## config.mk

```make
export PLATFORM = sky130hd
export DESIGN_NAME = fifo_ready_queue_with_wait_wakeup_unit
export DESIGN_NICKNAME = d
export VERILOG_FILES = /design/src/frq_pkg.sv /design/src/fifo_ready_queue_with_wait_wakeup_unit.sv /design/src/frq_datapath.sv /design/src/frq_ctrl.sv
export VERILOG_INCLUDE_DIRS = /design/src /design/src/src
export SDC_FILE = /design/constraint.sdc
export NUM_CORES = 2
export LEC_CHECK = 0
export BUFFER_PORTS_ARGS = -buffer_cell sky130_fd_sc_hd__buf_2
export CAP_MARGIN = 20
export CORE_AREA = 2 2 407 409
export CTS_CLUSTER_SIZE = 40
export DETAILED_ROUTE_END_ITERATION = 7
export DIE_AREA = 0 0 409 411
export SYNTH_ARGS = -nofsm -noshare
export SYNTH_HDL_FRONTEND = slang
export SYNTH_SLANG_ARGS = --single-unit
export TNS_END_PERCENT = 1
```

## constraint.sdc

```tcl
create_clock -name clk -period 9.2 [get_ports clk]
set_clock_uncertainty 0.1 [all_clocks]
set_input_delay 1.38 -clock clk [delete_from_list [all_inputs] [get_ports clk]]
set_output_delay 1.38 -clock clk [all_outputs]
set_load 0.02 [all_outputs]
```

## src/assert_macros.svh

```systemverilog
// Assertion helpers used by the RTL
`ifndef ASSERT_MACROS_SVH
`define ASSERT_MACROS_SVH

// Assert a property at every clock edge outside reset
`define ASSERT_CLK(label, clk, rst, prop, msg) \
  label: assert property (@(posedge clk) disable iff (rst) (prop)) else $error(msg);

// Assert a property at every clock edge, reset included
`define ASSERT_ALWAYS(label, clk, prop, msg) \
  label: assert property (@(posedge clk) (prop)) else $error(msg);

`endif

```

## src/frq_pkg.sv

```systemverilog
`default_nettype none
package frq_pkg;
  localparam int QueueDepth = 16;
  localparam int TableSlots = 16;
  localparam int SlotW = 4;
  localparam int CountW = 5;

  localparam logic [2:0] CMD_INSTALL = 3'd0;
  localparam logic [2:0] CMD_ENQUEUE = 3'd1;
  localparam logic [2:0] CMD_REMOVE = 3'd2;
  localparam logic [2:0] CMD_BLOCK = 3'd3;
  localparam logic [2:0] CMD_CHILD = 3'd4;
  localparam logic [2:0] CMD_PIPE = 3'd5;
  localparam logic [2:0] CMD_EXIT = 3'd6;

  localparam logic [1:0] RS_IDLE = 2'd0;
  localparam logic [1:0] RS_RUNNABLE = 2'd1;
  localparam logic [1:0] RS_RUNNING = 2'd2;
  localparam logic [1:0] RS_BLOCKED = 2'd3;

  localparam logic [1:0] WR_NONE = 2'd0;
  localparam logic [1:0] WR_CHILD = 2'd1;
  localparam logic [1:0] WR_READ = 2'd2;
  localparam logic [1:0] WR_WRITE = 2'd3;

  localparam logic [2:0] ST_OK = 3'd0;
  localparam logic [2:0] ST_INVALID = 3'd1;
  localparam logic [2:0] ST_QUEUED = 3'd2;
  localparam logic [2:0] ST_FULL = 3'd3;
  localparam logic [2:0] ST_NONE = 3'd4;

  localparam logic [31:0] PID_ANY = 32'hFFFF_FFFF;

  // Controller to datapath
  typedef struct packed {
    logic latch;       // capture the request
    logic install;     // write the slot record
    logic push_req;    // enqueue the request slot
    logic scan_start;  // clear scan index and match flag
    logic scan_step;   // compare one queue entry, advance
    logic comp_step;   // compaction step for remove
    logic comp_done;   // commit compacted count
    logic pop_step;    // pop head entry
    logic block_cur;   // block current, make found running
    logic exit_none;   // drop current process
    logic tbl_start;   // clear table index
    logic tbl_step;    // check one table slot for wake
    logic set_status;  // load status
    logic [2:0] status;
  } frq_cmd_t;

  // Datapath to controller
  typedef struct packed {
    logic [2:0] command;
    logic slot_pid_zero;
    logic cur_present;
    logic [1:0] reason;
    logic queue_full;
    logic queue_empty;
    logic scan_end;
    logic scan_hit;
    logic head_runnable;
    logic tbl_end;
  } frq_stat_t;
endpackage
`default_nettype wire

```

## src/fifo_ready_queue_with_wait_wakeup_unit.sv

```systemverilog
// Channel   | Handshake              | Payload
// request   | in_valid / in_ready    | command slot pid block_reason pipe_id pipe_has_*
// result    | out_valid / out_ready  | status dispatched_* woken_count queue_length
//                                      current_valid
// One request at a time: install and refusals pass the accept, decode and result states.
// Enqueue and remove add a scan over the queue entries (S_SCAN, S_COMP);
// block and exit pop entries until a runnable one is found, then commit it;
// wakes check one table slot a cycle, then pass S_DONE. Result stalls hold S_OUT.
// A result holds until taken; the next request is accepted after that.
// Reset (rst, synchronous) clears the table, the queue count and the current process.
`default_nettype none
module fifo_ready_queue_with_wait_wakeup_unit import frq_pkg::*; (
  input  wire logic clk,
  input  wire logic rst,
  input  wire logic in_valid,
  output logic in_ready,
  input  wire logic [2:0] command,
  input  wire logic [3:0] slot,
  input  wire logic [31:0] pid,
  input  wire logic [1:0] block_reason,
  input  wire logic [7:0] pipe_id,
  input  wire logic pipe_has_data,
  input  wire logic pipe_has_writers,
  input  wire logic pipe_has_space,
  input  wire logic pipe_has_readers,
  output logic out_valid,
  input  wire logic out_ready,
  output logic [2:0] status,
  output logic dispatched_valid,
  output logic [3:0] dispatched_slot,
  output logic [4:0] woken_count,
  output logic [4:0] queue_length,
  output logic current_valid
);
  frq_cmd_t cmd;
  frq_stat_t stat;

  frq_ctrl u_ctrl (
    .clk, .rst, .in_valid, .in_ready, .out_valid, .out_ready, .stat, .cmd
  );

  frq_datapath u_dp (
    .clk, .rst, .cmd, .stat, .command, .slot, .pid, .block_reason, .pipe_id,
    .pipe_has_data, .pipe_has_writers, .pipe_has_space, .pipe_has_readers,
    .status, .dispatched_valid, .dispatched_slot, .woken_count, .queue_length,
    .current_valid
  );
endmodule
`default_nettype wire

```

## src/frq_datapath.sv

```systemverilog
`default_nettype none
module frq_datapath import frq_pkg::*; (
  input  wire logic clk,
  input  wire logic rst,
  input  wire frq_cmd_t cmd,
  output frq_stat_t stat,
  input  wire logic [2:0] command,
  input  wire logic [3:0] slot,
  input  wire logic [31:0] pid,
  input  wire logic [1:0] block_reason,
  input  wire logic [7:0] pipe_id,
  input  wire logic pipe_has_data,
  input  wire logic pipe_has_writers,
  input  wire logic pipe_has_space,
  input  wire logic pipe_has_readers,
  output logic [2:0] status,
  output logic dispatched_valid,
  output logic [3:0] dispatched_slot,
  output logic [4:0] woken_count,
  output logic [4:0] queue_length,
  output logic current_valid
);
  logic [31:0] slot_pid [TableSlots];
  logic [1:0] slot_run_state [TableSlots];
  logic [1:0] slot_wait_reason [TableSlots];
  logic [31:0] slot_wait_pid [TableSlots];
  logic [7:0] slot_wait_pipe [TableSlots];
  logic [SlotW-1:0] fifo [QueueDepth];
  logic [CountW-1:0] count;
  logic [SlotW-1:0] cur_slot;
  logic cur_present;

  logic [2:0] r_cmd;
  logic [SlotW-1:0] r_slot;
  logic [31:0] r_pid;
  logic [1:0] r_reason;
  logic [7:0] r_pipe;
  logic r_data, r_writers, r_space, r_readers;

  logic [CountW-1:0] idx;   // read index for scans
  logic [CountW-1:0] widx;  // write index for compaction
  logic hit;
  logic [SlotW-1:0] tidx;
  logic tbl_last;

  logic [SlotW-1:0] qe;
  logic [SlotW-1:0] head;
  logic wake_match;
  logic wake_ok;
  logic in_q;

  assign qe = fifo[idx[SlotW-1:0]];
  assign head = fifo[0];

  // Whether table slot tidx wakes on this request
  always_comb begin
    wake_match = 1'b0;
    if (slot_pid[tidx] != '0 && slot_run_state[tidx] == RS_BLOCKED) begin
      if (r_cmd == CMD_CHILD) begin
        wake_match = slot_wait_reason[tidx] == WR_CHILD &&
          (slot_wait_pid[tidx] == r_pid || slot_wait_pid[tidx] == PID_ANY);
      end else if (slot_wait_pipe[tidx] == r_pipe) begin
        if (slot_wait_reason[tidx] == WR_READ) begin
          wake_match = r_data || !r_writers;
        end else if (slot_wait_reason[tidx] == WR_WRITE) begin
          wake_match = r_space || !r_readers;
        end
      end
    end
  end

  // Queue membership of tidx, tested over all entries
  always_comb begin
    in_q = 1'b0;
    for (int i = 0; i < QueueDepth; i++) begin
      if (CountW'(i) < count && fifo[i] == tidx) in_q = 1'b1;
    end
  end

  assign wake_ok = wake_match && !in_q && count != CountW'(QueueDepth);
  assign tbl_last = tidx == SlotW'(TableSlots - 1);

  always_comb begin
    stat.command = r_cmd;
    stat.slot_pid_zero = slot_pid[r_slot] == '0;
    stat.cur_present = cur_present;
    stat.reason = r_reason;
    stat.queue_full = count == CountW'(QueueDepth);
    stat.queue_empty = count == '0;
    stat.scan_end = idx >= count;
    stat.scan_hit = hit;
    stat.head_runnable = slot_run_state[head] == RS_RUNNABLE;
    stat.tbl_end = tbl_last;
  end

  always_ff @(posedge clk) begin
    if (rst) begin
      for (int i = 0; i < TableSlots; i++) begin
        slot_pid[i] <= '0;
        slot_run_state[i] <= RS_IDLE;
        slot_wait_reason[i] <= WR_NONE;
        slot_wait_pid[i] <= '0;
        slot_wait_pipe[i] <= '0;
      end
      count <= '0;
      cur_slot <= '0;
      cur_present <= 1'b0;
      status <= ST_OK;
      dispatched_valid <= 1'b0;
      dispatched_slot <= '0;
      woken_count <= '0;
      idx <= '0;
      widx <= '0;
      hit <= 1'b0;
      tidx <= '0;
    end else begin
      // Capture request
      if (cmd.latch) begin
        r_cmd <= command;
        r_slot <= slot;
        r_pid <= pid;
        r_reason <= block_reason;
        r_pipe <= pipe_id;
        r_data <= pipe_has_data;
        r_writers <= pipe_has_writers;
        r_space <= pipe_has_space;
        r_readers <= pipe_has_readers;
        dispatched_valid <= 1'b0;
        dispatched_slot <= '0;
        woken_count <= '0;
        status <= ST_OK;
      end
      if (cmd.set_status) status <= cmd.status;
      if (cmd.install) begin
        slot_pid[r_slot] <= r_pid;
        slot_run_state[r_slot] <= RS_IDLE;
        slot_wait_reason[r_slot] <= WR_NONE;
        slot_wait_pid[r_slot] <= '0;
        slot_wait_pipe[r_slot] <= '0;
      end
      if (cmd.scan_start) begin
        idx <= '0;
        widx <= '0;
        hit <= 1'b0;
      end
      // Look for the request slot in the queue
      if (cmd.scan_step) begin
        if (qe == r_slot) hit <= 1'b1;
        idx <= idx + 1'b1;
      end
      if (cmd.push_req) begin
        slot_run_state[r_slot] <= RS_RUNNABLE;
        fifo[count[SlotW-1:0]] <= r_slot;
        count <= count + 1'b1;
      end
      // Compact queue, skipping copies of the request slot
      if (cmd.comp_step) begin
        if (qe != r_slot) begin
          fifo[widx[SlotW-1:0]] <= qe;
          widx <= widx + 1'b1;
        end
        idx <= idx + 1'b1;
      end
      if (cmd.comp_done) count <= widx;
      // Pop head: shift queue one place, remember a runnable head
      if (cmd.pop_step) begin
        for (int i = 0; i < QueueDepth - 1; i++) fifo[i] <= fifo[i+1];
        count <= count - 1'b1;
        if (slot_run_state[head] == RS_RUNNABLE) begin
          dispatched_valid <= 1'b1;
          dispatched_slot <= head;
        end
      end
      // Commit dispatch: block old current on a block request, run new one
      if (cmd.block_cur) begin
        if (r_cmd == CMD_BLOCK && cur_slot != dispatched_slot) begin
          slot_run_state[cur_slot] <= RS_BLOCKED;
          slot_wait_reason[cur_slot] <= r_reason;
          slot_wait_pid[cur_slot] <= r_pid;
          slot_wait_pipe[cur_slot] <= r_pipe;
        end
        slot_run_state[dispatched_slot] <= RS_RUNNING;
        slot_wait_reason[dispatched_slot] <= WR_NONE;
        slot_wait_pid[dispatched_slot] <= '0;
        slot_wait_pipe[dispatched_slot] <= '0;
        cur_slot <= dispatched_slot;
        cur_present <= 1'b1;
      end
      if (cmd.exit_none) begin
        cur_present <= 1'b0;
        cur_slot <= '0;
      end
      if (cmd.tbl_start) tidx <= '0;
      // Wake one table slot per cycle
      if (cmd.tbl_step) begin
        if (wake_ok) begin
          slot_run_state[tidx] <= RS_RUNNABLE;
          fifo[count[SlotW-1:0]] <= tidx;
          count <= count + 1'b1;
          woken_count <= woken_count + 1'b1;
        end
        if (!tbl_last) tidx <= tidx + 1'b1;
      end
    end
  end

  assign queue_length = count;
  assign current_valid = cur_present;
endmodule
`default_nettype wire

```

## src/frq_ctrl.sv

```systemverilog
`default_nettype none
`include "assert_macros.svh"
module frq_ctrl import frq_pkg::*; (
  input  wire logic clk,
  input  wire logic rst,
  input  wire logic in_valid,
  output logic in_ready,
  output logic out_valid,
  input  wire logic out_ready,
  input  wire frq_stat_t stat,
  output frq_cmd_t cmd
);
  typedef enum logic [8:0] {
    S_IDLE = 9'b000000001,
    S_DEC  = 9'b000000010,
    S_SCAN = 9'b000000100,
    S_COMP = 9'b000001000,
    S_POP  = 9'b000010000,
    S_COMMIT = 9'b000100000,
    S_WAKE = 9'b001000000,
    S_DONE = 9'b010000000,
    S_OUT  = 9'b100000000
  } state_t;

  state_t state, state_next;
  logic dispatched;

  assign in_ready = state == S_IDLE;
  assign out_valid = state == S_OUT;

  always_comb begin
    cmd = '0;
    state_next = state;
    case (state)
      S_IDLE: begin
        if (in_valid) begin
          cmd.latch = 1'b1;
          state_next = S_DEC;
        end
      end
      // Decode the request
      S_DEC: begin
        state_next = S_OUT;
        cmd.scan_start = 1'b1;
        case (stat.command)
          CMD_INSTALL: cmd.install = 1'b1;
          CMD_ENQUEUE: begin
            if (stat.slot_pid_zero) begin
              cmd.set_status = 1'b1;
              cmd.status = ST_INVALID;
            end else begin
              state_next = S_SCAN;
            end
          end
          CMD_REMOVE: state_next = S_COMP;
          CMD_BLOCK: begin
            if (!stat.cur_present || stat.reason == WR_NONE) begin
              cmd.set_status = 1'b1;
              cmd.status = ST_INVALID;
            end else begin
              state_next = S_POP;
            end
          end
          CMD_CHILD, CMD_PIPE: begin
            cmd.tbl_start = 1'b1;
            state_next = S_WAKE;
          end
          CMD_EXIT: state_next = S_POP;
          default: begin
            cmd.set_status = 1'b1;
            cmd.status = ST_INVALID;
          end
        endcase
      end
      // Membership check for enqueue
      S_SCAN: begin
        if (stat.scan_end) begin
          state_next = S_OUT;
          if (stat.scan_hit) begin
            cmd.set_status = 1'b1;
            cmd.status = ST_QUEUED;
          end else if (stat.queue_full) begin
            cmd.set_status = 1'b1;
            cmd.status = ST_FULL;
          end else begin
            cmd.push_req = 1'b1;
          end
        end else begin
          cmd.scan_step = 1'b1;
        end
      end
      S_COMP: begin
        if (stat.scan_end) begin
          cmd.comp_done = 1'b1;
          state_next = S_OUT;
        end else begin
          cmd.comp_step = 1'b1;
        end
      end
      // Pop until a runnable entry appears
      S_POP: begin
        if (dispatched) begin
          state_next = S_COMMIT;
        end else if (stat.queue_empty) begin
          cmd.set_status = 1'b1;
          cmd.status = ST_NONE;
          cmd.exit_none = stat.command == CMD_EXIT;
          state_next = S_OUT;
        end else begin
          cmd.pop_step = 1'b1;
        end
      end
      S_COMMIT: begin
        cmd.block_cur = 1'b1;
        state_next = S_OUT;
      end
      S_WAKE: begin
        cmd.tbl_step = 1'b1;
        if (stat.tbl_end) state_next = S_DONE;
      end
      S_DONE: state_next = S_OUT;
      S_OUT: begin
        if (out_ready) state_next = S_IDLE;
      end
      default: state_next = S_IDLE;
    endcase
  end

  // Track whether a pop has found a runnable entry
  always_ff @(posedge clk) begin
    if (rst) begin
      state <= S_IDLE;
      dispatched <= 1'b0;
    end else begin
      state <= state_next;
      if (cmd.latch) dispatched <= 1'b0;
      else if (cmd.pop_step && stat.head_runnable) dispatched <= 1'b1;
    end
  end

  `ASSERT_CLK(a_onehot, clk, rst, $onehot(state), "state not one-hot")
  `ASSERT_CLK(a_no_overlap, clk, rst, !(in_ready && out_valid), "accept while result pending")
  `ASSERT_CLK(a_pop_nonempty, clk, rst, cmd.pop_step |-> !stat.queue_empty, "pop of empty queue")
endmodule
`default_nettype wire
```

==> impl.org <==
** Die
- Number of rows created at floorplan :: ~150
- I/O pin count :: 78
- The floorplan step defined a core boundary enclosing 0.1639 mm².
- The floorplan step set the die height to 411 µm.
- Starting density of the core :: 39.71%
- The die is 409 µm wide.
- The die covers around 0.17 mm².

** Synth
- Commonest cells post-synth :: nor2_1, a21oi_1, dfxtp_1, nor3b_1, edfxtp_1
- Library cell with the highest instance count after synthesis :: nor2_1
- By area the synthesized netlist is led by edfxtp_1, dfxtp_1, nor3b_1.
- The most used flip-flop cell after synthesis is dfxtp_1.
- For this run, the number of Yosys warnings is 0.
- Summing the sequential cell areas from Yosys gives 52.40% of the chip area.
- Synthesized netlist net count :: 6485
- Summed instance area of the synthesized netlist :: roughly 0.065 mm²
- Number of synthesized register bits :: approximately 1400
- Counting flops with an async set or reset pin after synthesis yields a share of 0%.
- The synthesized design spends more area on one cell type than any other, namely edfxtp_1.
- Syn Area/Cell :: 10.14 µm²
- Instance count of the mapped netlist :: 6415
- In this run, synthesis inferred between 600 and 700 flip-flops with an integrated enable.
- Unique cell type count in the Yosys netlist :: 88
- Of the post-synthesis cell area, the dominant cell type holds 29.02%.

** Critical path
- CP Max Fanout :: 33
- Among all stages on the critical path, the largest delay is contributed by o41ai_1.
- Critical Path Max Stage Delay :: 920 ps
- R2r worst-path depth :: 14
- Worst path most repeated cell :: buf_4
- STA puts the critical path data required time at 9520 ps.
- Reg2Reg Setup Slack :: between 2000 and 3000 ps
- The setup path with the least slack is of type flip-flop to flip-flop.
- In this run the critical register-to-register path is captured at u_dp.fifo[8][3].
- Startpoint type of the worst setup path :: flip-flop
- RR Startpoint :: u_dp.tidx[1]
- Type of destination of the critical path :: flip-flop
- The critical path goes through buf_4, inv_2, buf_4, mux2i_1, nor2_1, or4b_1, a2111oi_0, nand4_1, or2_2, a21o_1, buf_4, nand2_1, nor2_1, o41ai_1.
- Data arrives at the worst endpoint at 6910 ps.

** CTS
- CTS tree :: built
- Num CTS Buffers :: 154
- Post-cts resize count :: 0
- At the later pin of the worst-skew pair, clock insertion delay measures just over 800 ps.
- The H-tree generated during clock tree synthesis spans 4 levels.
- Post-CTS setup buffers :: 0
- After clock tree synthesis, the clock-pin slew on the worst setup and hold paths is ~60 ps.
- Total clock sinks :: 1389
- Worst-case clock buffer depth :: 3
- Root Buffer Master :: clkbuf_16
- Number of buffers added to fix hold violations after cts :: 0

** Drt
- Number of DRC violations after detailed-routing iteration 0 :: ~5900
- After detailed routing, the number of remaining DRC violations is 0.
- After detailed routing, the average wire length per cell comes to 26.29 µm.
- Drt via density :: approximately 6
- Number of search-and-repair iterations in the first detailed-routing pass :: 6
- Total wirelength of the detailed-routed design :: 222600 µm
- The routed layout has just over 50000 vias.
- Post-DRT Antenna Nets :: 0

** Run status
- Result of the run :: completed

** Power
- For this design the static power due to leakage is 25.35 nW.
- Of the total power, the share spent switching nets is a little under a quarter.
- Clock network fraction of total power :: a little under half
- Reported net switching power :: approximately 3.0 mW
- Across the VDD grid, the largest voltage drop is 0.1380 mV.
- Tot Pwr :: about 13 mW
- The internal power of the cells totals about 10 mW.
- Relative contribution of sequential cells to total power :: 50.1%
- Ratio of total power to cell area :: 181.8 mW/mm²
- Combinational fraction of design power :: 2.8%

** Global routing
- The via count of the first global-routing pass is 48284.
- Total global routing overflow :: 0
- Global routing used 25.76% of the available tracks across all layers.
- Global-route wire length before repair :: 325300 µm
- Entering global routing, the biggest net connects between 200 and 250 pins.
- Antenna violations before repair :: 9

** Timing
- Min Tclk post-route :: 6587 ps
- Adding up every negative setup slack in the final design gives 0 ps.
- After layout, the worst setup slack is 2613 ps.
- Derived from the worst setup path, the maximum achievable clock frequency is 151.8 MHz.
- Setup violations remaining at the end of the flow were counted as 0.
- At the pin with the least slew margin, the transition time is ~1200 ps.
- Share of the cycle needed by the critical path after routing :: 71.60%
- The final count of pins violating max slew was 0.
- Measured against its own limit, the worst slew margin works out to between 20% and 30%.
- The number of hold violations in the final report came to 0.
- Hold timing on the final database bottoms out at a slack of 366.3 ps.
- Unrepaired setup endpoints after global routing :: false

** Min path
- For hold timing, the worst endpoint is u_ctrl.state[5].
- In this run the most critical hold path is launched from u_ctrl.dispatched.
- Hold Path Stages :: 2
- Kind of path behind the tightest hold check :: flip-flop to flip-flop

** Layout
- At the end of the flow, the number of nets in the layout was just over 6000.
- P&R area growth vs syn :: 10.94%
- Cells fill 44.05% of the core in the end.
- For this run, the number of standard cells in the final layout without fillers is around 8500.
- Fill cells in the final layout number 15420.
- Share of final-layout standard cells stronger than drive strength 1 :: 11.22%
- With fillers left out, the area of the finished cells amounts to 0.07219 mm².

** Placed design
- Placer Congestion :: 0.9524
- The placed instances occupy a cell area of 0.06705 mm².
- After detailed placement, the design holds a cell count of 8172.
- Worst slack after detailed placement :: 2757 ps
- Count of input and output buffers :: 77
- Half-perimeter wire length after detailed placement :: between 100000 and 150000 µm

** Job
- The tool flagged a number of max-cap violations equal to 0.
-- layer usage --
layer | vias to the layer above | track usage, % | wire (µm)
met1 | 25393 | 34.12 | 91200
met3 | 562 | 4.637 | 18760
met5 | - | 0 | 30
met4 | 4 | 11.39 | 9942
met2 | 2377 | 41.20 | 102600
li1 | 22706 | - | -
-- how the worst max path moves through the flow --
stage                            start              endpoint  slack, ps  cells past startpoint
after floorplan                    rst  u_dp.slot_pid[13][0]       3880                      7
after global placement    u_dp.tidx[0]      u_dp.fifo[15][0]       2910                     13
after detailed placement  u_dp.tidx[0]      u_dp.fifo[15][3]       2760                     13
after CTS                 u_dp.tidx[0]      u_dp.fifo[15][0]       2730                     13
after global routing      u_dp.tidx[0]       u_dp.fifo[8][2]       2410                     13
final                     u_dp.tidx[1]       u_dp.fifo[8][3]       2610                     14
-- cell type report --
cell class | instances | area, µm² | area share (%)
well taps | 2189 | 2739 | 3.794
repair buffers | 229 | 1617 | 2.239
clock buffers | 230 | 4552 | 6.305
clock inverters | 52 | 513.0 | 0.7106
inverters | 50 | 187.7 | 0.2600
multi-input cells | 4323 | 28460 | 39.42
flip-flops and latches | 1389 | 34120 | 47.26
diodes | 3 | 7.507 | 0.01040
-- worst max-delay path, delay by kind of cell, from the launching register on --
| kind | cells | cell delay, ps |
|---|---|---|
| multiplexers | 1 | 730 |
| flip-flops | 1 | 500 |
| buffers and inverters | 4 | 1450 |
| AND/OR/NAND/NOR | 6 | 1690 |
| AO/OA/AOI/OAI | 3 | 1640 |
-- power by group through the flow --
stage	sequential, mW	clock (mW)	combinational (mW)
floorplan	6.70	0	0.199
detailed placement	6.71	0	0.368
global route	6.58	6.50	0.389
finish	6.57	6.18	0.371
CTS	6.57	6.25	0.369
global placement	6.70	0	0.365
-- placed cells by master, fill, tap and decap left out, drive strengths merged, types with 17 or more instances in the layout --
cell,Yosys,routed
a31oi,24,24
mux2,25,25
nand2,149,149
nor3,189,189
a21oi,762,762
a21o,58,58
nand3,51,51
buf,125,227
nor4,192,192
a221oi,17,17
edfxtp,629,629
o22ai,40,40
nand2b,17,17
and2,376,376
o21ai,72,72
a22oi,25,25
nor2,874,874
clkinv,8,44
xnor2,50,50
nand4,54,54
mux4,131,131
o22a,20,20
a211oi,19,19
mux2i,198,198
xor2,41,41
clkbuf,528,232
inv,42,51
nor3b,683,683
dfxtp,760,760
-- registers in the layout, indices dropped and copies added, names as in the netlist, 4 cells and up, named ones only --
signal	cells
u_dp.slot_run_state	32
u_dp.slot_wait_reason	32
u_dp.woken_count	5
u_dp.idx	5
u_dp.slot_pid	512
u_ctrl.state	9
u_dp.slot_wait_pipe	128
u_dp.fifo	64
u_dp.r_slot	4
u_dp.tidx	4
u_dp.slot_wait_pid	512
u_dp.widx	5
u_dp.cur_slot	4
u_dp.r_pipe	8
u_dp.dispatched_slot	4
u_dp.r_pid	32
u_dp.queue_length	5
-- cells by family (layout without fill, tap and decap cells) --
group / Yosys count / count (layout) / synth area share [%]
buf+inv: 703 / 561 / 4.370
flops: 1389 / 1389 / 52.40
xor+xnor: 91 / 91 / 1.225
other cells: 0 / 3 / 0
mux: 354 / 354 / 8.012
compound gates: 1196 / 1196 / 11.02
simple gates: 2669 / 2669 / 22.72
fa+ha+maj: 13 / 13 / 0.2500
No activity file was read; power rests on OpenSTA's default activity.
